[src/assert_macros.svh]
// Assertion macros shared by the framer RTL.
`ifndef ASSERT_MACROS_SVH
`define ASSERT_MACROS_SVH

// Checked on every edge, reset included.
`define PWMF_ASSERT(lbl, ck, prop, msg) \
  lbl: assert property (@(posedge ck) prop) else $error(msg);

// Checked only outside reset.
`define PWMF_ASSERT_RST(lbl, ck, rs, prop, msg) \
  lbl: assert property (@(posedge ck) disable iff (rs) prop) else $error(msg);

`endif

[src/pwmf_pkg.sv]
// Types and constants of the peer wire message framer.
`default_nettype none

package pwmf_pkg;

  typedef enum logic [3:0] {
    CMD_KEEPALIVE      = 4'd0,
    CMD_CHOKE          = 4'd1,
    CMD_UNCHOKE        = 4'd2,
    CMD_INTERESTED     = 4'd3,
    CMD_NOT_INTERESTED = 4'd4,
    CMD_HAVE           = 4'd5,
    CMD_BITFIELD       = 4'd6,
    CMD_REQUEST        = 4'd7,
    CMD_PIECE          = 4'd8,
    CMD_CANCEL         = 4'd9,
    CMD_PORT           = 4'd10,
    CMD_MARK           = 4'd11
  } cmd_t;

  // message IDs on the wire
  localparam logic [7:0] ID_CHOKE          = 8'd0;
  localparam logic [7:0] ID_UNCHOKE        = 8'd1;
  localparam logic [7:0] ID_INTERESTED     = 8'd2;
  localparam logic [7:0] ID_NOT_INTERESTED = 8'd3;
  localparam logic [7:0] ID_HAVE           = 8'd4;
  localparam logic [7:0] ID_BITFIELD       = 8'd5;
  localparam logic [7:0] ID_REQUEST        = 8'd6;
  localparam logic [7:0] ID_PIECE          = 8'd7;
  localparam logic [7:0] ID_CANCEL         = 8'd8;
  localparam logic [7:0] ID_PORT           = 8'd9;

  // length prefix values
  localparam logic [31:0] LEN_KEEPALIVE  = 32'd0;
  localparam logic [31:0] LEN_STATUS     = 32'd1;
  localparam logic [31:0] LEN_HAVE       = 32'd5;
  localparam logic [31:0] LEN_REQUEST    = 32'd13;
  localparam logic [31:0] LEN_PIECE_BASE = 32'd9;
  localparam logic [31:0] LEN_PORT       = 32'd3;

  // header shift register: prefix, ID, three words
  localparam int MsgBytes = 17;
  localparam int MsgW     = 8 * MsgBytes;
  localparam int CntW     = 5;

  // total bytes per message kind (bitfield: header only)
  localparam logic [CntW-1:0] NB_KEEPALIVE = 5'd4;
  localparam logic [CntW-1:0] NB_STATUS    = 5'd5;
  localparam logic [CntW-1:0] NB_HAVE      = 5'd9;
  localparam logic [CntW-1:0] NB_REQUEST   = 5'd17;
  localparam logic [CntW-1:0] NB_PIECE     = 5'd13;
  localparam logic [CntW-1:0] NB_PORT      = 5'd7;
  localparam logic [CntW-1:0] NB_BF_HEAD   = 5'd5;

  // bitmap rows of 8 pieces; wide enough for the largest bitmap supported
  localparam int RowW = 6;

  localparam logic [8:0] PiecesReset = 9'd256;

  localparam int QDepth = 2;
  localparam int QPtrW  = 1;
  localparam int QCntW  = 2;

  typedef enum logic [1:0] {
    JOB_MSG,
    JOB_BITFIELD,
    JOB_MARK
  } job_kind_t;

  typedef struct packed {
    job_kind_t         kind;
    logic [MsgW-1:0]   msg;
    logic [CntW-1:0]   nbytes;
    logic [RowW-1:0]   row;
    logic [2:0]        bit_sel;
    logic [RowW-1:0]   nrows;
    logic [7:0]        last_mask;
  } job_t;

  typedef struct packed {
    logic             empty;
    logic             full;
    logic [QCntW-1:0] count;
  } q_stat_t;

  typedef enum logic [2:0] {
    BK_IDLE,
    BK_HEAD,
    BK_MAP_RD,
    BK_MAP_PUT,
    BK_MARK_RD,
    BK_MARK_WR
  } back_state_t;

endpackage

`default_nettype wire

[src/pwmf_ifs.sv]
// Command and byte stream channel interfaces.
`default_nettype none

interface pwmf_cmd_if;
  logic        valid;
  logic        ready;
  logic [3:0]  command;
  logic [31:0] piece_index;
  logic [31:0] block_begin;
  logic [31:0] block_length;
  logic [15:0] listen_port;

  modport source (output valid, command, piece_index, block_begin, block_length,
                  listen_port, input ready);
  modport sink (input valid, command, piece_index, block_begin, block_length,
                listen_port, output ready);
endinterface

interface pwmf_byte_if;
  logic       valid;
  logic       ready;
  logic [7:0] out_byte;
  logic       last_byte;

  modport source (output valid, out_byte, last_byte, input ready);
  modport sink (input valid, out_byte, last_byte, output ready);
endinterface

`default_nettype wire

[src/peer_wire_message_framer_unit.sv]
// Peer wire message framer top level: front end, job queue, serializer.
// A command beat is pushed into the job queue; the back end pops it when idle.
// Throughput: one byte per cycle while tx.ready holds, plus an idle state per
// message in which the job is popped; a bitfield reads the bitmap RAM before
// each row it sends, and a mark reads its row and then writes it back.
// Reset: bitmap row valid bits clear, pieces_in_use returns to 256.
`default_nettype none
`include "assert_macros.svh"

module peer_wire_message_framer_unit #(
  parameter int MAX_PIECES = 256
) (
  input  wire logic       clk,
  input  wire logic       rst,
  pwmf_cmd_if.sink        cmd,
  pwmf_byte_if.source     tx,
  input  wire logic       cfg_we,
  input  wire logic [8:0] cfg_data
);

  logic [8:0]        pieces_in_use;
  logic              push;
  logic              pop;
  pwmf_pkg::job_t    job_in;
  pwmf_pkg::job_t    job_out;
  pwmf_pkg::q_stat_t q_stat;

  always_ff @(posedge clk) begin
    if (rst) begin
      pieces_in_use <= pwmf_pkg::PiecesReset;
    end else if (cfg_we) begin
      pieces_in_use <= cfg_data;
    end
  end

  pwmf_front #(
    .MAX_PIECES (MAX_PIECES)
  ) u_front (
    .cmd           (cmd),
    .pieces_in_use (pieces_in_use),
    .q_stat        (q_stat),
    .push          (push),
    .job           (job_in)
  );

  pwmf_queue u_queue (
    .clk  (clk),
    .rst  (rst),
    .push (push),
    .din  (job_in),
    .pop  (pop),
    .dout (job_out),
    .stat (q_stat)
  );

  pwmf_back #(
    .MAX_PIECES (MAX_PIECES)
  ) u_back (
    .clk    (clk),
    .rst    (rst),
    .job    (job_out),
    .q_stat (q_stat),
    .pop    (pop),
    .tx     (tx)
  );

  `PWMF_ASSERT(a_idle_after_reset, clk, $past(rst) |-> !tx.valid, "byte beat right after reset")
  `PWMF_ASSERT_RST(a_pop_nonempty, clk, rst, pop |-> !q_stat.empty, "pop from empty queue")
  `PWMF_ASSERT_RST(a_q_bound, clk, rst, q_stat.count <= 2'(pwmf_pkg::QDepth), "queue overfull")

endmodule

`default_nettype wire

[src/pwmf_ram.sv]
// Generic single-write, single-read RAM with registered read data.
`default_nettype none

module pwmf_ram #(
  parameter int WIDTH = 8,
  parameter int DEPTH = 32,
  localparam int AW = (DEPTH > 1) ? $clog2(DEPTH) : 1
) (
  input  wire logic             clk,
  input  wire logic             we,
  input  wire logic [AW-1:0]    waddr,
  input  wire logic [WIDTH-1:0] wdata,
  input  wire logic             re,
  input  wire logic [AW-1:0]    raddr,
  output logic      [WIDTH-1:0] rdata
);

  logic [WIDTH-1:0] mem [DEPTH];

  always_ff @(posedge clk) begin
    if (we) begin
      mem[waddr] <= wdata;
    end
    if (re) begin
      rdata <= mem[raddr];
    end
  end

endmodule

`default_nettype wire

[src/pwmf_front.sv]
// Front end: accepts commands and turns them into serializer jobs.
`default_nettype none

module pwmf_front #(
  parameter int MAX_PIECES = 256
) (
  pwmf_cmd_if.sink               cmd,
  input  wire logic [8:0]        pieces_in_use,
  input  pwmf_pkg::q_stat_t      q_stat,
  output logic                   push,
  output pwmf_pkg::job_t         job
);

  logic [31:0] prefix;
  logic [7:0]  id;
  logic [31:0] wa;
  logic [31:0] wb;
  logic [31:0] wc;
  logic        keep;
  logic [8:0]  n_sat;
  logic [9:0]  n_up;
  logic [pwmf_pkg::RowW-1:0] nrows;
  logic [7:0]  last_mask;

  assign cmd.ready = !q_stat.full;

  // bitmap geometry for the bitfield message
  always_comb begin
    n_sat = (pieces_in_use > 9'(MAX_PIECES)) ? 9'(MAX_PIECES) : pieces_in_use;
    n_up  = {1'b0, n_sat} + 10'd7;
    nrows = pwmf_pkg::RowW'(n_up[9:3]);
    last_mask = (n_sat[2:0] == 3'd0) ? 8'hff : ~(8'hff >> n_sat[2:0]);
  end

  always_comb begin
    prefix = '0;
    id     = '0;
    wa     = '0;
    wb     = '0;
    wc     = '0;
    keep   = 1'b1;
    job    = '0;
    job.kind = pwmf_pkg::JOB_MSG;
    unique case (pwmf_pkg::cmd_t'(cmd.command))
      pwmf_pkg::CMD_KEEPALIVE: begin
        prefix     = pwmf_pkg::LEN_KEEPALIVE;
        job.nbytes = pwmf_pkg::NB_KEEPALIVE;
      end
      pwmf_pkg::CMD_CHOKE: begin
        prefix     = pwmf_pkg::LEN_STATUS;
        id         = pwmf_pkg::ID_CHOKE;
        job.nbytes = pwmf_pkg::NB_STATUS;
      end
      pwmf_pkg::CMD_UNCHOKE: begin
        prefix     = pwmf_pkg::LEN_STATUS;
        id         = pwmf_pkg::ID_UNCHOKE;
        job.nbytes = pwmf_pkg::NB_STATUS;
      end
      pwmf_pkg::CMD_INTERESTED: begin
        prefix     = pwmf_pkg::LEN_STATUS;
        id         = pwmf_pkg::ID_INTERESTED;
        job.nbytes = pwmf_pkg::NB_STATUS;
      end
      pwmf_pkg::CMD_NOT_INTERESTED: begin
        prefix     = pwmf_pkg::LEN_STATUS;
        id         = pwmf_pkg::ID_NOT_INTERESTED;
        job.nbytes = pwmf_pkg::NB_STATUS;
      end
      pwmf_pkg::CMD_HAVE: begin
        prefix     = pwmf_pkg::LEN_HAVE;
        id         = pwmf_pkg::ID_HAVE;
        wa         = cmd.piece_index;
        job.nbytes = pwmf_pkg::NB_HAVE;
      end
      pwmf_pkg::CMD_BITFIELD: begin
        job.kind      = pwmf_pkg::JOB_BITFIELD;
        prefix        = 32'(nrows) + pwmf_pkg::LEN_STATUS;
        id            = pwmf_pkg::ID_BITFIELD;
        job.nbytes    = pwmf_pkg::NB_BF_HEAD;
        job.nrows     = nrows;
        job.last_mask = last_mask;
      end
      pwmf_pkg::CMD_REQUEST: begin
        prefix     = pwmf_pkg::LEN_REQUEST;
        id         = pwmf_pkg::ID_REQUEST;
        wa         = cmd.piece_index;
        wb         = cmd.block_begin;
        wc         = cmd.block_length;
        job.nbytes = pwmf_pkg::NB_REQUEST;
      end
      pwmf_pkg::CMD_CANCEL: begin
        prefix     = pwmf_pkg::LEN_REQUEST;
        id         = pwmf_pkg::ID_CANCEL;
        wa         = cmd.piece_index;
        wb         = cmd.block_begin;
        wc         = cmd.block_length;
        job.nbytes = pwmf_pkg::NB_REQUEST;
      end
      pwmf_pkg::CMD_PIECE: begin
        prefix     = pwmf_pkg::LEN_PIECE_BASE + cmd.block_length;
        id         = pwmf_pkg::ID_PIECE;
        wa         = cmd.piece_index;
        wb         = cmd.block_begin;
        job.nbytes = pwmf_pkg::NB_PIECE;
      end
      pwmf_pkg::CMD_PORT: begin
        prefix     = pwmf_pkg::LEN_PORT;
        id         = pwmf_pkg::ID_PORT;
        wa         = {cmd.listen_port, 16'h0000};
        job.nbytes = pwmf_pkg::NB_PORT;
      end
      pwmf_pkg::CMD_MARK: begin
        // out-of-range marks are dropped here
        job.kind    = pwmf_pkg::JOB_MARK;
        keep        = cmd.piece_index < 32'(MAX_PIECES);
        job.row     = cmd.piece_index[3 +: pwmf_pkg::RowW];
        job.bit_sel = cmd.piece_index[2:0];
      end
      default: begin
        keep = 1'b0;
      end
    endcase
    job.msg = {prefix, id, wa, wb, wc};
  end

  assign push = cmd.valid && cmd.ready && keep;

endmodule

`default_nettype wire

[src/pwmf_queue.sv]
// Two-entry job queue between front end and serializer.
`default_nettype none

module pwmf_queue (
  input  wire logic          clk,
  input  wire logic          rst,
  input  wire logic          push,
  input  pwmf_pkg::job_t     din,
  input  wire logic          pop,
  output pwmf_pkg::job_t     dout,
  output pwmf_pkg::q_stat_t  stat
);

  pwmf_pkg::job_t slots [pwmf_pkg::QDepth];
  logic [pwmf_pkg::QPtrW-1:0] wr_ptr;
  logic [pwmf_pkg::QPtrW-1:0] rd_ptr;
  logic [pwmf_pkg::QCntW-1:0] count;

  always_ff @(posedge clk) begin
    if (rst) begin
      wr_ptr <= '0;
      rd_ptr <= '0;
      count  <= '0;
    end else begin
      if (push) begin
        wr_ptr <= wr_ptr + 1'b1;
      end
      if (pop) begin
        rd_ptr <= rd_ptr + 1'b1;
      end
      if (push && !pop) begin
        count <= count + 1'b1;
      end else if (pop && !push) begin
        count <= count - 1'b1;
      end
    end
  end

  always_ff @(posedge clk) begin
    if (push) begin
      slots[wr_ptr] <= din;
    end
  end

  assign dout       = slots[rd_ptr];
  assign stat.count = count;
  assign stat.empty = (count == '0);
  assign stat.full  = (count == pwmf_pkg::QCntW'(pwmf_pkg::QDepth));

endmodule

`default_nettype wire

[src/pwmf_back.sv]
// Back end: serializes jobs into bytes and keeps the piece bitmap.
`default_nettype none

module pwmf_back #(
  parameter int MAX_PIECES = 256
) (
  input  wire logic          clk,
  input  wire logic          rst,
  input  pwmf_pkg::job_t     job,
  input  pwmf_pkg::q_stat_t  q_stat,
  output logic               pop,
  pwmf_byte_if.source        tx
);

  localparam int Rows = (MAX_PIECES + 7) / 8;
  localparam int AW   = (Rows > 1) ? $clog2(Rows) : 1;

  pwmf_pkg::back_state_t state, state_next;

  logic [pwmf_pkg::MsgW-1:0] msg, msg_next;
  logic [pwmf_pkg::CntW-1:0] left, left_next;
  logic [pwmf_pkg::RowW-1:0] row, row_next;
  pwmf_pkg::job_kind_t       kind;
  logic [pwmf_pkg::RowW-1:0] nrows;
  logic [7:0]                last_mask;
  logic [2:0]                bit_sel;
  logic [Rows-1:0]           row_valid;

  logic       out_valid;
  logic [7:0] out_byte;
  logic       out_last;

  logic       can_put;
  logic       put;
  logic [7:0] put_byte;
  logic       put_last;
  logic       ram_re;
  logic       ram_we;
  logic [7:0] ram_wdata;
  logic [7:0] ram_rdata;
  logic [7:0] row_data;
  logic       row_last;
  logic [AW-1:0] row_a;

  assign row_a    = row[AW-1:0];
  // unwritten rows read as zero
  assign row_data = row_valid[row_a] ? ram_rdata : 8'h00;
  assign row_last = (row == nrows - 1'b1);
  assign can_put  = !out_valid || tx.ready;

  pwmf_ram #(
    .WIDTH (8),
    .DEPTH (Rows)
  ) u_map (
    .clk   (clk),
    .we    (ram_we),
    .waddr (row_a),
    .wdata (ram_wdata),
    .re    (ram_re),
    .raddr (row_a),
    .rdata (ram_rdata)
  );

  always_ff @(posedge clk) begin
    if (rst) begin
      state <= pwmf_pkg::BK_IDLE;
    end else begin
      state <= state_next;
    end
  end

  always_comb begin
    state_next = state;
    msg_next   = msg;
    left_next  = left;
    row_next   = row;
    pop        = 1'b0;
    put        = 1'b0;
    put_byte   = '0;
    put_last   = 1'b0;
    ram_re     = 1'b0;
    ram_we     = 1'b0;
    ram_wdata  = row_data | (8'h80 >> bit_sel);
    unique case (state)
      pwmf_pkg::BK_IDLE: begin
        if (!q_stat.empty) begin
          pop       = 1'b1;
          msg_next  = job.msg;
          left_next = job.nbytes;
          row_next  = (job.kind == pwmf_pkg::JOB_MARK) ? job.row : '0;
          unique case (job.kind)
            pwmf_pkg::JOB_MSG,
            pwmf_pkg::JOB_BITFIELD: state_next = pwmf_pkg::BK_HEAD;
            pwmf_pkg::JOB_MARK:     state_next = pwmf_pkg::BK_MARK_RD;
            default:                state_next = pwmf_pkg::BK_IDLE;
          endcase
        end
      end
      pwmf_pkg::BK_HEAD: begin
        if (can_put) begin
          put       = 1'b1;
          put_byte  = msg[pwmf_pkg::MsgW-1 -: 8];
          msg_next  = msg << 8;
          left_next = left - 1'b1;
          if (left == pwmf_pkg::CntW'(1)) begin
            if (kind == pwmf_pkg::JOB_BITFIELD && nrows != '0) begin
              state_next = pwmf_pkg::BK_MAP_RD;
            end else begin
              put_last   = 1'b1;
              state_next = pwmf_pkg::BK_IDLE;
            end
          end
        end
      end
      pwmf_pkg::BK_MAP_RD: begin
        ram_re     = 1'b1;
        state_next = pwmf_pkg::BK_MAP_PUT;
      end
      pwmf_pkg::BK_MAP_PUT: begin
        if (can_put) begin
          put      = 1'b1;
          put_byte = row_data & (row_last ? last_mask : 8'hff);
          put_last = row_last;
          if (row_last) begin
            state_next = pwmf_pkg::BK_IDLE;
          end else begin
            row_next   = row + 1'b1;
            state_next = pwmf_pkg::BK_MAP_RD;
          end
        end
      end
      pwmf_pkg::BK_MARK_RD: begin
        ram_re     = 1'b1;
        state_next = pwmf_pkg::BK_MARK_WR;
      end
      pwmf_pkg::BK_MARK_WR: begin
        ram_we     = 1'b1;
        state_next = pwmf_pkg::BK_IDLE;
      end
      default: begin
        state_next = pwmf_pkg::BK_IDLE;
      end
    endcase
  end

  always_ff @(posedge clk) begin
    msg  <= msg_next;
    left <= left_next;
    row  <= row_next;
    if (pop) begin
      kind      <= job.kind;
      nrows     <= job.nrows;
      last_mask <= job.last_mask;
      bit_sel   <= job.bit_sel;
    end
  end

  always_ff @(posedge clk) begin
    if (rst) begin
      row_valid <= '0;
    end else if (ram_we) begin
      row_valid[row_a] <= 1'b1;
    end
  end

  // output register
  always_ff @(posedge clk) begin
    if (rst) begin
      out_valid <= 1'b0;
    end else if (put) begin
      out_valid <= 1'b1;
    end else if (tx.ready) begin
      out_valid <= 1'b0;
    end
  end

  always_ff @(posedge clk) begin
    if (put) begin
      out_byte <= put_byte;
      out_last <= put_last;
    end
  end

  assign tx.valid     = out_valid;
  assign tx.out_byte  = out_byte;
  assign tx.last_byte = out_last;

endmodule

`default_nettype wire
[src/flat_wrapper.sv]
// flat-port wrapper written by rule: the top's interface ports become plain ports
module peer_wire_message_framer_unit_flat 
#(
  parameter int MAX_PIECES = 256
)
  (clk, rst, cfg_we, cfg_data, cmd_valid, cmd_command, cmd_piece_index, cmd_block_begin, cmd_block_length, cmd_listen_port, cmd_ready, tx_valid, tx_out_byte, tx_last_byte, tx_ready);
  pwmf_cmd_if cmd_i ();
  pwmf_byte_if tx_i ();
  input  wire logic clk;
  input  wire logic rst;
  input  wire logic cfg_we;
  input  wire logic [8:0] cfg_data;
  input wire logic [$bits(cmd_i.valid)-1:0] cmd_valid;
  input wire logic [$bits(cmd_i.command)-1:0] cmd_command;
  input wire logic [$bits(cmd_i.piece_index)-1:0] cmd_piece_index;
  input wire logic [$bits(cmd_i.block_begin)-1:0] cmd_block_begin;
  input wire logic [$bits(cmd_i.block_length)-1:0] cmd_block_length;
  input wire logic [$bits(cmd_i.listen_port)-1:0] cmd_listen_port;
  output wire logic [$bits(cmd_i.ready)-1:0] cmd_ready;
  output wire logic [$bits(tx_i.valid)-1:0] tx_valid;
  output wire logic [$bits(tx_i.out_byte)-1:0] tx_out_byte;
  output wire logic [$bits(tx_i.last_byte)-1:0] tx_last_byte;
  input wire logic [$bits(tx_i.ready)-1:0] tx_ready;
  assign cmd_i.valid = cmd_valid;
  assign cmd_i.command = cmd_command;
  assign cmd_i.piece_index = cmd_piece_index;
  assign cmd_i.block_begin = cmd_block_begin;
  assign cmd_i.block_length = cmd_block_length;
  assign cmd_i.listen_port = cmd_listen_port;
  assign cmd_ready = cmd_i.ready;
  assign tx_valid = tx_i.valid;
  assign tx_out_byte = tx_i.out_byte;
  assign tx_last_byte = tx_i.last_byte;
  assign tx_i.ready = tx_ready;
  peer_wire_message_framer_unit #(.MAX_PIECES(MAX_PIECES)) u_core (.clk(clk), .rst(rst), .cmd(cmd_i), .tx(tx_i), .cfg_we(cfg_we), .cfg_data(cfg_data));
endmodule
[config.mk]
export PLATFORM = sky130hd
export DESIGN_NAME = peer_wire_message_framer_unit_flat
export DESIGN_NICKNAME = d
export VERILOG_FILES = /design/src/pwmf_pkg.sv /design/src/pwmf_ifs.sv /design/src/peer_wire_message_framer_unit.sv /design/src/pwmf_ram.sv /design/src/pwmf_front.sv /design/src/pwmf_queue.sv /design/src/pwmf_back.sv /design/src/flat_wrapper.sv
export VERILOG_INCLUDE_DIRS = /design/src /design/src/src
export SDC_FILE = /design/constraint.sdc
export NUM_CORES = 1
export LEC_CHECK = 0
export BUFFER_PORTS_ARGS = -buffer_cell sky130_fd_sc_hd__buf_2
export CORE_MARGIN = 5
export CORE_UTILIZATION = 50
export CTS_CLUSTER_DIAMETER = 30
export DETAILED_ROUTE_END_ITERATION = 8
export GPL_ROUTABILITY_DRIVEN = 0
export PLACE_DENSITY = 0.7
export SLEW_MARGIN = 40
export SYNTH_ARGS = -nofsm -noshare
export SYNTH_HDL_FRONTEND = slang
export SYNTH_SLANG_ARGS = --single-unit
[constraint.sdc]
create_clock -name clk -period 10.5 [get_ports clk]
set_clock_uncertainty 0.1 [all_clocks]
set_input_delay 2.1 -clock clk [delete_from_list [all_inputs] [get_ports clk]]
set_output_delay 2.1 -clock clk [all_outputs]
set_load 0.01 [all_outputs]
==> results of run 1 <==
[flip-flops by register name, indices dropped and copies added (netlist names), 7 cells and up, named ones only]
signal	cells
u_core.u_back.u_map.mem	256
u_core.u_back.u_map.rdata	8
u_core.u_back.msg	136
u_core.u_back.row_valid	32
u_core.u_back.tx.out_byte	8
u_core.pieces_in_use	9
u_core.u_back.last_mask	7
u_core.u_queue.slots	322
[worst max-delay path by stage]
stage	start	end	slack [ns]	depth (start not counted)
final	cmd_piece_index[13]	u_core.u_queue.slots[0][55]	5.72	7
after detailed placement	cmd_piece_index[13]	u_core.u_queue.slots[0][42]	4.95	7
after global routing	cmd_piece_index[13]	u_core.u_queue.slots[0][39]	5.66	7
after floorplan	cmd_piece_index[21]	u_core.u_queue.slots[1][0]	3.39	5
after CTS	cmd_piece_index[13]	u_core.u_queue.slots[0][53]	5.69	7
after global placement	cmd_piece_index[13]	u_core.u_queue.slots[0][42]	4.57	7
[final cells by class]
type                       count  area (µm²)
antenna                        2        5.00
clock buffer                 156        3570
clock inverter                91        1030
fill                        4733       26200
inverter                      33         131
multi-input combinational   1168        8640
sequential                   810       23800
tap                          864        1080
timing repair buffer         170        1040
[synth_stat cells, types with 23 or more instances]
master	number	area share, %
sky130_fd_sc_hd__edfxtp_1	760	69
sky130_fd_sc_hd__nand2_1	184	2.1
sky130_fd_sc_hd__nor2_1	169	1.9
sky130_fd_sc_hd__mux2i_1	162	4.9
sky130_fd_sc_hd__o21ai_0	109	1.7
sky130_fd_sc_hd__and2_1	98	1.9
sky130_fd_sc_hd__clkbuf_1	87	0.99
sky130_fd_sc_hd__mux4_2	64	4.4
sky130_fd_sc_hd__dfxtp_1	50	3.0
sky130_fd_sc_hd__a22oi_1	33	0.75
sky130_fd_sc_hd__inv_1	33	0.38
sky130_fd_sc_hd__xnor2_1	30	0.80
sky130_fd_sc_hd__o21ai_1	29	0.44
sky130_fd_sc_hd__buf_2	26	0.40
sky130_fd_sc_hd__nor4_1	24	0.46
sky130_fd_sc_hd__mux2_2	23	0.79
[through the flow]
| step | utilization (%) | setup WS (ns) | total power [W] | instance area (µm²) |
|---|---|---|---|---|
| floorplan | - | 3.39 | 0.00601 | 32900 |
| global placement | 52.6 | 4.57 | 0.00659 | 34500 |
| detailed placement | 52.8 | 4.95 | 0.00667 | 34600 |
| CTS | 59.8 | 5.69 | 0.0111 | 39200 |
| global route | 60.0 | 5.66 | 0.0114 | 39300 |
| finish | 60.0 | 5.72 | 0.0110 | 39300 |
[power by group]
group / internal, W / switching, W
clock: 0.00279 / 0.00156
combinational: 0.000710 / 0.00130
sequential: 0.00437 / 0.000256
[logic make-up (layout without fill, tap and decap cells)]
group / after synthesis / in the layout
buffers and inverters: 158 / 450
other: 0 / 2
DFF: 810 / 810
adders and majority gates: 15 / 15
AOI/OAI and AO/OA: 259 / 259
muxes: 251 / 251
and+or+nand+nor: 593 / 593
xor gates and xnor gates: 50 / 50
[cells in the final DEF (no fill, tap or decap), types with 16 or more instances in the layout]
cell,synthesis,final
sky130_fd_sc_hd__mux2_2,23,23
sky130_fd_sc_hd__nor4_1,24,24
sky130_fd_sc_hd__xnor2_1,30,29
sky130_fd_sc_hd__and2_1,98,97
sky130_fd_sc_hd__mux2i_1,162,162
sky130_fd_sc_hd__inv_6,0,16
sky130_fd_sc_hd__dfxtp_1,50,49
sky130_fd_sc_hd__nand3_1,22,22
sky130_fd_sc_hd__mux4_2,64,64
sky130_fd_sc_hd__a22oi_1,33,33
sky130_fd_sc_hd__inv_1,33,32
sky130_fd_sc_hd__clkbuf_16,0,136
sky130_fd_sc_hd__o21ai_1,29,29
sky130_fd_sc_hd__buf_2,26,139
sky130_fd_sc_hd__o21ai_0,109,109
sky130_fd_sc_hd__buf_4,0,20
sky130_fd_sc_hd__xor2_1,20,20
sky130_fd_sc_hd__nand2_1,184,182
sky130_fd_sc_hd__clkinv_2,0,17
sky130_fd_sc_hd__nor2_1,169,142
sky130_fd_sc_hd__a22o_1,16,16
sky130_fd_sc_hd__edfxtp_1,760,760
sky130_fd_sc_hd__a21oi_1,18,17
sky130_fd_sc_hd__nor2_2,0,26
[worst max-delay path, stage by stage]
cell                      delay, ns
sky130_fd_sc_hd__buf_2         0.11
sky130_fd_sc_hd__nor4_1        0.66
sky130_fd_sc_hd__and4_1        0.30
sky130_fd_sc_hd__a31oi_1       0.12
sky130_fd_sc_hd__or3_1         0.50
sky130_fd_sc_hd__inv_8         0.55
sky130_fd_sc_hd__buf_6         0.60
[metal layers]
layer  wire length (µm)  vias to the layer above  GRT usage, %  part of all wire, %
met4               2210                        6          7.60                  3.1
met3               4290                      163          4.26                  6.0
met2              36800                      638          34.3                   51
met5                 34                        -             0                0.048
met1              28200                     9173          25.6                   39
li1                   -                     8518             -                    -
==> Implementation_results.wiki, run 1 <==
{| class="wikitable"
! Metric !! Value
|-
| Core region area || 65500 µm²
|-
| Minimum clock period || 4.78 ns
|-
| Destination of the worst hold path || u_core.u_back.row_valid[17]
|-
| Worst ir drop on vdd || 173 µV
|-
| Floorplan die height || 267 µm
|-
| Max-slew headroom at the worst pin || 40.5%
|-
| Mux contribution to synthesized area || 10.2%
|-
| Required @ worst endpoint || 10.72 ns
|-
| Cell depth of the worst flop-to-flop path || 6
|-
| Number of max-cap violations || 0
|-
| Minimum hold slack || 0.367 ns
|-
| Startpoint of the lowest-slack register-to-register path || u_core.u_back.state[0]
|-
| Status || complete, no violations
|-
| Proportion of register bits with asynchronous set or reset after synthesis || 0%
|-
| Final setup viols || 0
|-
| Distinct cells, synth || 63
|-
| Area delta synth->final || 19.5%
|-
| Post-CTS setup-driven buffer insertion count || 0
|-
| Iter 0 DRT Violations || 1811
|-
| Share of synthesized area occupied by flip-flops and latches || 72.4%
|-
| Mean routed wirelength per cell || 21.7 µm
|-
| Combinational family with the most area after synthesis || multiplexers
|-
| Proportion of layout cells with a drive suffix above 1 || 22.4%
|-
| Total of hold buffers inserted after clock tree synthesis || 0
|-
| Worst-case register-to-register setup slack || 6.93 ns
|-
| Master cell of the clock root buffer || sky130_fd_sc_hd__clkbuf_16
|-
| Synth Net Count || 2279
|-
| Instance count after placement with tap cells included || 3043
|-
| Dpl hpwl || 45100 µm
|-
| Non-filler instance count after layout || 3294
|-
| Final Max Tran Viols || 0
|-
| GRT Residual Overflow || 0
|-
| Total iterations of the first detailed-routing run || 6
|-
| Total clock buffers created by CTS || 136
|-
| Number of buffers on the longest clock path || 3
|-
| Vias in the first global route || 19.2k
|-
| CTS-repair resized insts || 0
|-
| Gate count of the mapped netlist || 2136
|-
| Global-route wire length before repair || 110000 µm
|-
| Initial standard-cell utilization of the core || 50.3%
|-
| Die outline area || 71100 µm²
|-
| XOR/XNOR share of the synthesized area || 1.33%
|-
| Transition time at the pin with the least slew margin || 0.893 ns
|-
| Path class of the lowest-slack min-delay path || flip-flop to flip-flop
|-
| Area fraction in compound gates after synthesis || 4.83%
|-
| Biggest fanout along the worst timing path || 97
|-
| Kind of capture point of the worst setup path || flip-flop
|-
| Area share of fa/ha/maj cells after synthesis || 0.555%
|-
| Via density per instance || 5.62
|-
| H-tree depth reported by CTS || 4
|-
| Final TNS setup || 0 ns
|-
| Final worst-path cycle share || 45.5%
|-
| Clock Sink Count || 810
|-
| Clock transition at path regs || 0.05 ns
|-
| Kind of start point of the critical path || input port
|-
| Total Routed Length || 71500 µm
|-
| Clock insertion delay at the later pin of the skew report || 0.71 ns
|-
| Mapped cell area || 32900 µm²
|-
| Static leakage power || 13.4 nW
|-
| Post-synthesis simple-gate area fraction || 8.78%
|-
| Count of port buffers added during placement || 140
|-
| Number of flops mapped to enable cells by yosys || 760
|-
| TritonCTS clock tree || yes
|-
| Startpoint of the lowest-slack hold path || u_core.u_back.row_valid[17]
|-
| Achievable frequency || 0.209 GHz
|-
| Final hold violations || 0
|-
| Count of yosys warnings during synthesis || 0
|-
| Signal arrival time at the worst endpoint || 5.00 ns
|-
| Main synth FF type || sky130_fd_sc_hd__edfxtp_1
|-
| Instance count along the most critical hold path || 2
|-
| Initial antenna violation count || 6
|-
| Number of top-level pins || 141
|-
| RSZ-0062 raised after global routing || false
|-
| All-Layer GR Usage || 20.1%
|-
| Post-route antenna net violation count || 0
|-
| Register bit count reported by yosys || 810
|-
| Total via count after detailed routing || 18.5k
|-
| Number of nets in the layout || 2462
|-
| Per-instance average area after synthesis || 15.4 µm²
|-
| R2r endpoint || u_core.u_back.msg[37]
|-
| Horizontal extent of the die || 267 µm
|-
| Number of placement rows || 94
|-
| Type of the worst setup path || input port to flip-flop
|-
| Detailed-route DRC error count || 0
|-
| Pin count of the biggest net entering global routing || 98
|-
| Power per Cell Area || 279 nW/µm²
|}
No activity file was read; power rests on OpenSTA's default activity.
==> inputs of run 2 (changes only) <==
clock period = 4.54 ns   (was 10.5 ns; I/O delays follow)
==> Implementation_results.wiki, run 2 (synthesis gave the netlist of run 1 again) <==
{| class="wikitable"
! Metric !! Value
|-
| Power per Cell Area || 649 nW/µm² (+130%)
|-
| Kind of capture point of the worst setup path || flip-flop
|-
| Initial antenna violation count || 5 (-1)
|-
| Largest register FFs || 322 (unchanged)
|-
| Horizontal extent of the die || 267 µm (unchanged)
|-
| Type of the worst setup path || flip-flop to flip-flop
|-
| Total Routed Length || 71900 µm (+0.59%)
|-
| RSZ-0062 raised after global routing || false
|-
| Cell type of the slowest stage on the worst timing path || sky130_fd_sc_hd__edfxtp_1
|-
| Via density per instance || 5.63 (+0.30%)
|-
| TritonCTS clock tree || yes
|-
| Worst stage delay on the critical path || 0.66 ns (about the same)
|-
| Final hold violations || 0 (unchanged)
|-
| All-Layer GR Usage || 20.3% (+0.17 points)
|-
| Number of nets in the layout || 2476 (+0.57%)
|-
| Dpl hpwl || 46000 µm (+2.1%)
|-
| Initial standard-cell utilization of the core || 50.3% (unchanged)
|-
| Required @ worst endpoint || 4.94 ns (-5.78 ns)
|-
| Most flops, register || u_core.u_queue.slots
|-
| Final Max Tran Viols || 0 (unchanged)
|-
| Kind of start point of the critical path || flip-flop
|-
| Vias in the first global route || 19.2k (-0.15%)
|-
| Final setup viols || 0 (unchanged)
|-
| Total of hold buffers inserted after clock tree synthesis || 0 (unchanged)
|-
| Global-route wire length before repair || 111000 µm (+0.71%)
|-
| Instance count after placement with tap cells included || 3057 (+0.46%)
|-
| Status || complete, no violations
|-
| Area delta synth->final || 20.0%
|-
| Termination of the worst setup path || u_core.u_back.u_map.mem[3][6]
|-
| Clock Sink Count || 810 (unchanged)
|-
| CP cell instances || or3_1 -> o22ai_1 -> nor4_1 -> mux2_4 -> o22ai_2 -> buf_4
|-
| Worst setup slack after layout || 1.36 ns (-4.35 ns)
|-
| Total power || 0.0256 W (+130%)
|-
| Non-filler instance count after layout || 3308 (+0.43%)
|-
| Number of top-level pins || 141 (unchanged)
|-
| Master cell of the clock root buffer || sky130_fd_sc_hd__clkbuf_16
|-
| Signal arrival time at the worst endpoint || 3.57 ns (-1.43 ns)
|-
| Proportion of layout cells with a drive suffix above 1 || 22.3% (-0.037 points)
|-
| Static leakage power || 13.5 nW (+0.60%)
|-
| Multi-input combinational cell area || 8640 µm² (about the same)
|-
| Clock insertion delay at the later pin of the skew report || 0.71 ns (about the same)
|-
| Number of placement rows || 94 (unchanged)
|-
| Worst ir drop on vdd || 436 µV (+150%)
|-
| Startpoint of the lowest-slack register-to-register path || u_core.u_back.row[3]
|-
| Largest registers in the final layout || u_core.u_queue.slots: 322 flops, u_core.u_back.u_map.mem: 256 flops, u_core.u_back.msg: 136 flops
|-
| Final worst-path cycle share || 69.9%
|-
| Total iterations of the first detailed-routing run || 5 (-1)
|-
| Total via count after detailed routing || 18.6k (+0.72%)
|-
| Achievable frequency || 0.315 GHz
|-
| Number of max-cap violations || 0 (unchanged)
|-
| Worst-case register-to-register setup slack || 1.36 ns (-5.57 ns)
|-
| Transition time at the pin with the least slew margin || 0.838 ns (-0.0550 ns)
|-
| R2r endpoint || u_core.u_back.u_map.mem[3][6]
|-
| Count of port buffers added during placement || 140 (unchanged)
|-
| Path class of the lowest-slack min-delay path || flip-flop to flip-flop
|-
| GRT Residual Overflow || 0 (unchanged)
|-
| Minimum clock period || 3.18 ns
|-
| Area of all sequential standard cells || 23800 µm² (unchanged)
|-
| Util after Layout || 60.3% (+0.27 points)
|-
| Total clock buffers created by CTS || 137 (+0.74%)
|-
| Die outline area || 71100 µm² (unchanged)
|-
| Final TNS setup || 0 ns (unchanged)
|-
| Max-slew headroom at the worst pin || 43.9% (+3.5 points)
|-
| Mean routed wirelength per cell || 21.7 µm (+0.16%)
|-
| Clock transition at path regs || 0.05 ns (about the same)
|-
| Worst-case setup slack after placement || 0.830 ns (-4.12 ns)
|-
| Post-route antenna net violation count || 0 (unchanged)
|-
| Core region area || 65500 µm² (unchanged)
|-
| Detailed-route DRC error count || 0 (unchanged)
|-
| Launching instance or port of the critical path || u_core.u_back.row[3]
|-
| Biggest fanout along the worst timing path || 20 (-79%)
|-
| Post-CTS setup-driven buffer insertion count || 0 (unchanged)
|-
| Number of buffers on the longest clock path || 3 (unchanged)
|-
| Pin count of the biggest net entering global routing || 98 (unchanged)
|-
| Cell depth of the worst flop-to-flop path || 6 (unchanged)
|-
| Commonest cells after routing, fill and taps aside || 760 x sky130_fd_sc_hd__edfxtp_1, 182 x sky130_fd_sc_hd__nand2_1, 162 x sky130_fd_sc_hd__mux2i_1
|-
| CTS-repair resized insts || 0 (unchanged)
|-
| Floorplan die height || 267 µm (unchanged)
|-
| Commonest non-fill, non-tap cell in the layout || sky130_fd_sc_hd__edfxtp_1
|-
| H-tree depth reported by CTS || 4 (unchanged)
|-
| Iter 0 DRT Violations || 1657 (-8.5%)
|-
| Fillcell total || 4722 (-0.23%)
|}
## run 2: power by group
part | internal (W) | switching, W
logic | 0.00174 | 0.00306
clock network | 0.00657 | 0.00357
registers | 0.0101 | 0.000585
## run 2: worst min path at each step
stage,startpoint,end,slack [ns],cells past startpoint
floorplan,u_core.u_back.row_valid[0],u_core.u_back.row_valid[0],0.34,2
global placement,u_core.u_back.row_valid[11],u_core.u_back.row_valid[11],0.35,2
detailed placement,u_core.u_back.row_valid[9],u_core.u_back.row_valid[9],0.36,2
CTS,cfg_data[8],u_core.pieces_in_use[8],0.33,2
global route,cfg_data[8],u_core.pieces_in_use[8],0.34,2
finish,u_core.u_back.row_valid[12],u_core.u_back.row_valid[12],0.37,2
## run 2: final cells by class
type	count	share of cell area [%]
Sequential cell	810	60.3
Multi-Input combinational cell	1168	21.9
Clock buffer	159	9.07
Timing Repair Buffer	183	3.04
Tap cell	864	2.74
Clock inverter	88	2.62
Inverter	33	0.323
Antenna cell	3	0.0190
## run 2: critical path: cells and delay by family, from the launching register on
kind,cells,cell delay [ns]
compound gates,2,0.77
simple gates,2,0.68
flops,1,0.66
mux,1,0.39
buf+inv,1,0.36
## run 2: through the flow
step | area, µm² | hold WS [ns]
after floorplan | 32900 | 0.340
final | 39500 | 0.371
after global placement | 34700 | 0.349
after CTS | 39500 | 0.326
after global routing | 39500 | 0.344
after detailed placement | 34800 | 0.359
## run 2: layer usage
layer	GRT usage [%]	up-vias	part of all wire (%)	wire, µm
met5	0	-	0.018	13
met4	7.52	2	3.0	2130
met3	4.34	140	5.3	3840
met2	34.6	592	51	37000
met1	25.8	9346	40	28900
li1	-	8552	-	-
==> inputs of run 3 (changes only) <==
PLACE_DENSITY = 0.72   (was 0.7)
clock period = 2.7 ns   (was 4.54 ns; I/O delays follow)
==> Implementation_results.wiki, run 3 (synthesis gave the netlist of run 1 again) <==
{| class="wikitable"
! Metric !! Value
|-
| CP cell instances || buf_4 -> nor4_2 -> buf_4 -> nor3_1 -> ha_2 -> nor2b_1 -> maj3_1 -> and4b_1 -> a311o_1
|-
| Total iterations of the first detailed-routing run || 5 (unchanged)
|-
| Commonest non-fill, non-tap cell in the layout || sky130_fd_sc_hd__edfxtp_1
|-
| Cell area after layout || 40600 µm² (+2.7%)
|-
| Number of nets in the layout || 2585 (+4.4%)
|-
| Number of top-level pins || 141 (unchanged)
|-
| RSZ-0062 raised after global routing || false
|-
| Achievable frequency || 0.392 GHz (+24%)
|-
| Number of placement rows || 94 (unchanged)
|-
| Worst stage delay on the critical path || 0.34 ns (-0.32 ns)
|-
| Kind of capture point of the worst setup path || flip-flop
|-
| Clock insertion delay at the later pin of the skew report || 0.71 ns (about the same)
|-
| Largest delay contributor family on the critical path || simple AND/OR/NAND/NOR gates
|-
| Final worst-path cycle share || 94.5% (+25 points)
|-
| Largest registers in the final layout || u_core.u_queue.slots: 322 flops, u_core.u_back.u_map.mem: 256 flops, u_core.u_back.msg: 136 flops
|-
| R2r endpoint || u_core.u_queue.slots[0][132]
|-
| Mean routed wirelength per cell || 21.8 µm (+0.20%)
|-
| Dpl hpwl || 48300 µm (+4.9%)
|-
| Standard cell area after detailed placement || 35800 µm² (+2.7%)
|-
| Cell depth of the worst flop-to-flop path || 9 (+3)
|-
| Kind of start point of the critical path || flip-flop
|-
| Number of buffers on the longest clock path || 3 (unchanged)
|-
| Signal arrival time at the worst endpoint || 2.89 ns (-0.68 ns)
|-
| Total Routed Length || 74400 µm (+3.5%)
|-
| Startpoint of the lowest-slack register-to-register path || u_core.pieces_in_use[0]
|-
| Floorplan die height || 267 µm (unchanged)
|-
| Critical path buffer and inverter count || 2 (+1)
|-
| Type of the worst setup path || flip-flop to flip-flop
|-
| Status || complete, no violations
|-
| Vias in the first global route || 19.8k (+3.5%)
|-
| Required @ worst endpoint || 3.04 ns (-1.90 ns)
|-
| Initial antenna violation count || 4 (-1)
|-
| Clock transition at path regs || 0.05 ns (about the same)
|-
| Max-slew headroom at the worst pin || 50.4% (+6.5 points)
|-
| Clock Sink Count || 810 (unchanged)
|-
| Pin count of the biggest net entering global routing || 98 (unchanged)
|-
| Count of port buffers added during placement || 140 (unchanged)
|-
| Master cell of the clock root buffer || sky130_fd_sc_hd__clkbuf_16
|-
| Detailed-route DRC error count || 0 (unchanged)
|-
| H-tree depth reported by CTS || 4 (unchanged)
|-
| Destination of the worst hold path || u_core.pieces_in_use[1]
|-
| Static leakage power || 14.1 nW (+4.7%)
|-
| Final setup viols || 0 (unchanged)
|-
| Path class of the lowest-slack min-delay path || input port to flip-flop
|-
| Area delta synth->final || 23.2%
|-
| Total via count after detailed routing || 19.1k (+2.6%)
|-
| Die outline area || 71100 µm² (unchanged)
|-
| Post-route antenna net violation count || 0 (unchanged)
|-
| Startpoint of the lowest-slack hold path || cfg_data[1]
|-
| Final Max Tran Viols || 0 (unchanged)
|-
| Proportion of layout cells with a drive suffix above 1 || 24.1% (+1.7 points)
|-
| TritonCTS clock tree || yes
|-
| GRT Residual Overflow || 0 (unchanged)
|-
| Cell type with the highest occurrence count on the critical path || sky130_fd_sc_hd__buf_4
|-
| Worst-case setup slack after placement || -0.236 ns (-1.07 ns)
|-
| Instance count along the most critical hold path || 3 (+1)
|-
| Most flops, register || u_core.u_queue.slots
|-
| Horizontal extent of the die || 267 µm (unchanged)
|-
| Largest register FFs || 322 (unchanged)
|-
| Transition time at the pin with the least slew margin || 0.738 ns (-0.0998 ns)
|-
| Initial standard-cell utilization of the core || 50.3% (unchanged)
|-
| Commonest cells after routing, fill and taps aside || 760 x sky130_fd_sc_hd__edfxtp_1, 184 x sky130_fd_sc_hd__nand2_1, 166 x sky130_fd_sc_hd__nor2_1
|-
| Power per Cell Area || 1080 nW/µm² (+66%)
|-
| Final hold violations || 0 (unchanged)
|-
| Core region area || 65500 µm² (unchanged)
|-
| Total clock buffers created by CTS || 134 (-2.2%)
|-
| Iter 0 DRT Violations || 1519 (-8.3%)
|-
| Worst ir drop on vdd || 837 µV (+92%)
|-
| Biggest fanout along the worst timing path || 5 (-75%)
|-
| Cell type of the slowest stage on the worst timing path || sky130_fd_sc_hd__maj3_1
|-
| Worst setup slack after layout || 0.148 ns (-1.22 ns)
|-
| Minimum clock period || 2.55 ns (-0.624 ns)
|-
| Global-route wire length before repair || 114000 µm (+2.9%)
|-
| Worst-case register-to-register setup slack || 0.15 ns (-1.22 ns)
|-
| Number of max-cap violations || 0 (unchanged)
|-
| All-Layer GR Usage || 21.0% (+0.69 points)
|-
| Via density per instance || 5.59 (-0.69%)
|}
-- run 3: layer usage --
| metal | global-route usage (%) | wire [µm] | vias to the layer above |
|---|---|---|---|
| met5 | 0 | 13 | - |
| met4 | 8.68 | 2630 | 2 |
| met3 | 4.89 | 4590 | 158 |
| met2 | 35.2 | 37400 | 699 |
| met1 | 26.5 | 29700 | 9503 |
| li1 | - | - | 8751 |
-- run 3: where the power goes --
group | leakage (nW) | internal, W | switching (W) | total, W
clock | 2.22 | 0.0111 | 0.00591 | 0.0170
sequential | 7.57 | 0.0170 | 0.000879 | 0.0178
combinational | 4.31 | 0.00345 | 0.00533 | 0.00878
-- run 3: stage by stage --
step / instances / TNS [ns] / hold slack, ns / total power [W] / utilization (%)
2_1_floorplan: 2136 / -260.73 / 0.340 / 0.0233 / -
3_3_place_gp: 3151 / -41.89 / 0.349 / 0.0265 / 54.6
3_5_place_dp: 3151 / -51.19 / 0.357 / 0.0268 / 54.6
4_1_cts: 3411 / 0 / 0.00102 / 0.0440 / 61.8
5_1_grt: 3415 / 0 / 0.0194 / 0.0454 / 61.9
6_report: 3417 / 0 / 0.0415 / 0.0437 / 61.9
-- run 3: worst register-to-register path: stages (launching register included) --
cell,delay (ns)
sky130_fd_sc_hd__dfxtp_1,0.33
sky130_fd_sc_hd__buf_4,0.16
sky130_fd_sc_hd__nor4_2,0.27
sky130_fd_sc_hd__buf_4,0.17
sky130_fd_sc_hd__nor3_1,0.07
sky130_fd_sc_hd__ha_2,0.22
sky130_fd_sc_hd__nor2b_1,0.14
sky130_fd_sc_hd__maj3_1,0.34
sky130_fd_sc_hd__and4b_1,0.19
sky130_fd_sc_hd__a311o_1,0.30
-- run 3: area by class of cell --
type / count / area (µm²)
Inverter: 33 / 128
Clock buffer: 167 / 3580
Clock inverter: 78 / 1020
Fill cell: 4585 / 24900
Multi-Input combinational cell: 1168 / 8580
Timing Repair Buffer: 295 / 2340
Sequential cell: 810 / 23800
Tap cell: 864 / 1080
Antenna cell: 2 / 5.00
-- run 3: worst max path at each step --
stage                                           to  cells after the start                     from
floorplan               u_core.u_queue.slots[0][0]                      5      cmd_piece_index[11]
global placement       u_core.u_queue.slots[0][43]                      9      cmd_piece_index[28]
detailed placement     u_core.u_queue.slots[0][78]                      9      cmd_piece_index[28]
CTS                   u_core.u_queue.slots[0][132]                      9  u_core.pieces_in_use[0]
global route        u_core.u_back.u_map.mem[12][7]                      7     u_core.u_back.row[1]
finish                u_core.u_queue.slots[0][132]                      9  u_core.pieces_in_use[0]
-- run 3: repair_timing --
action | 4_1_cts | 5_1_grt
setup buffers | 0 | 4
hold buffers | 15 | 0
setup endpoints to repair | 0 | 96
resized for setup | 0 | 3
hold endpoints to repair | 23 | 0
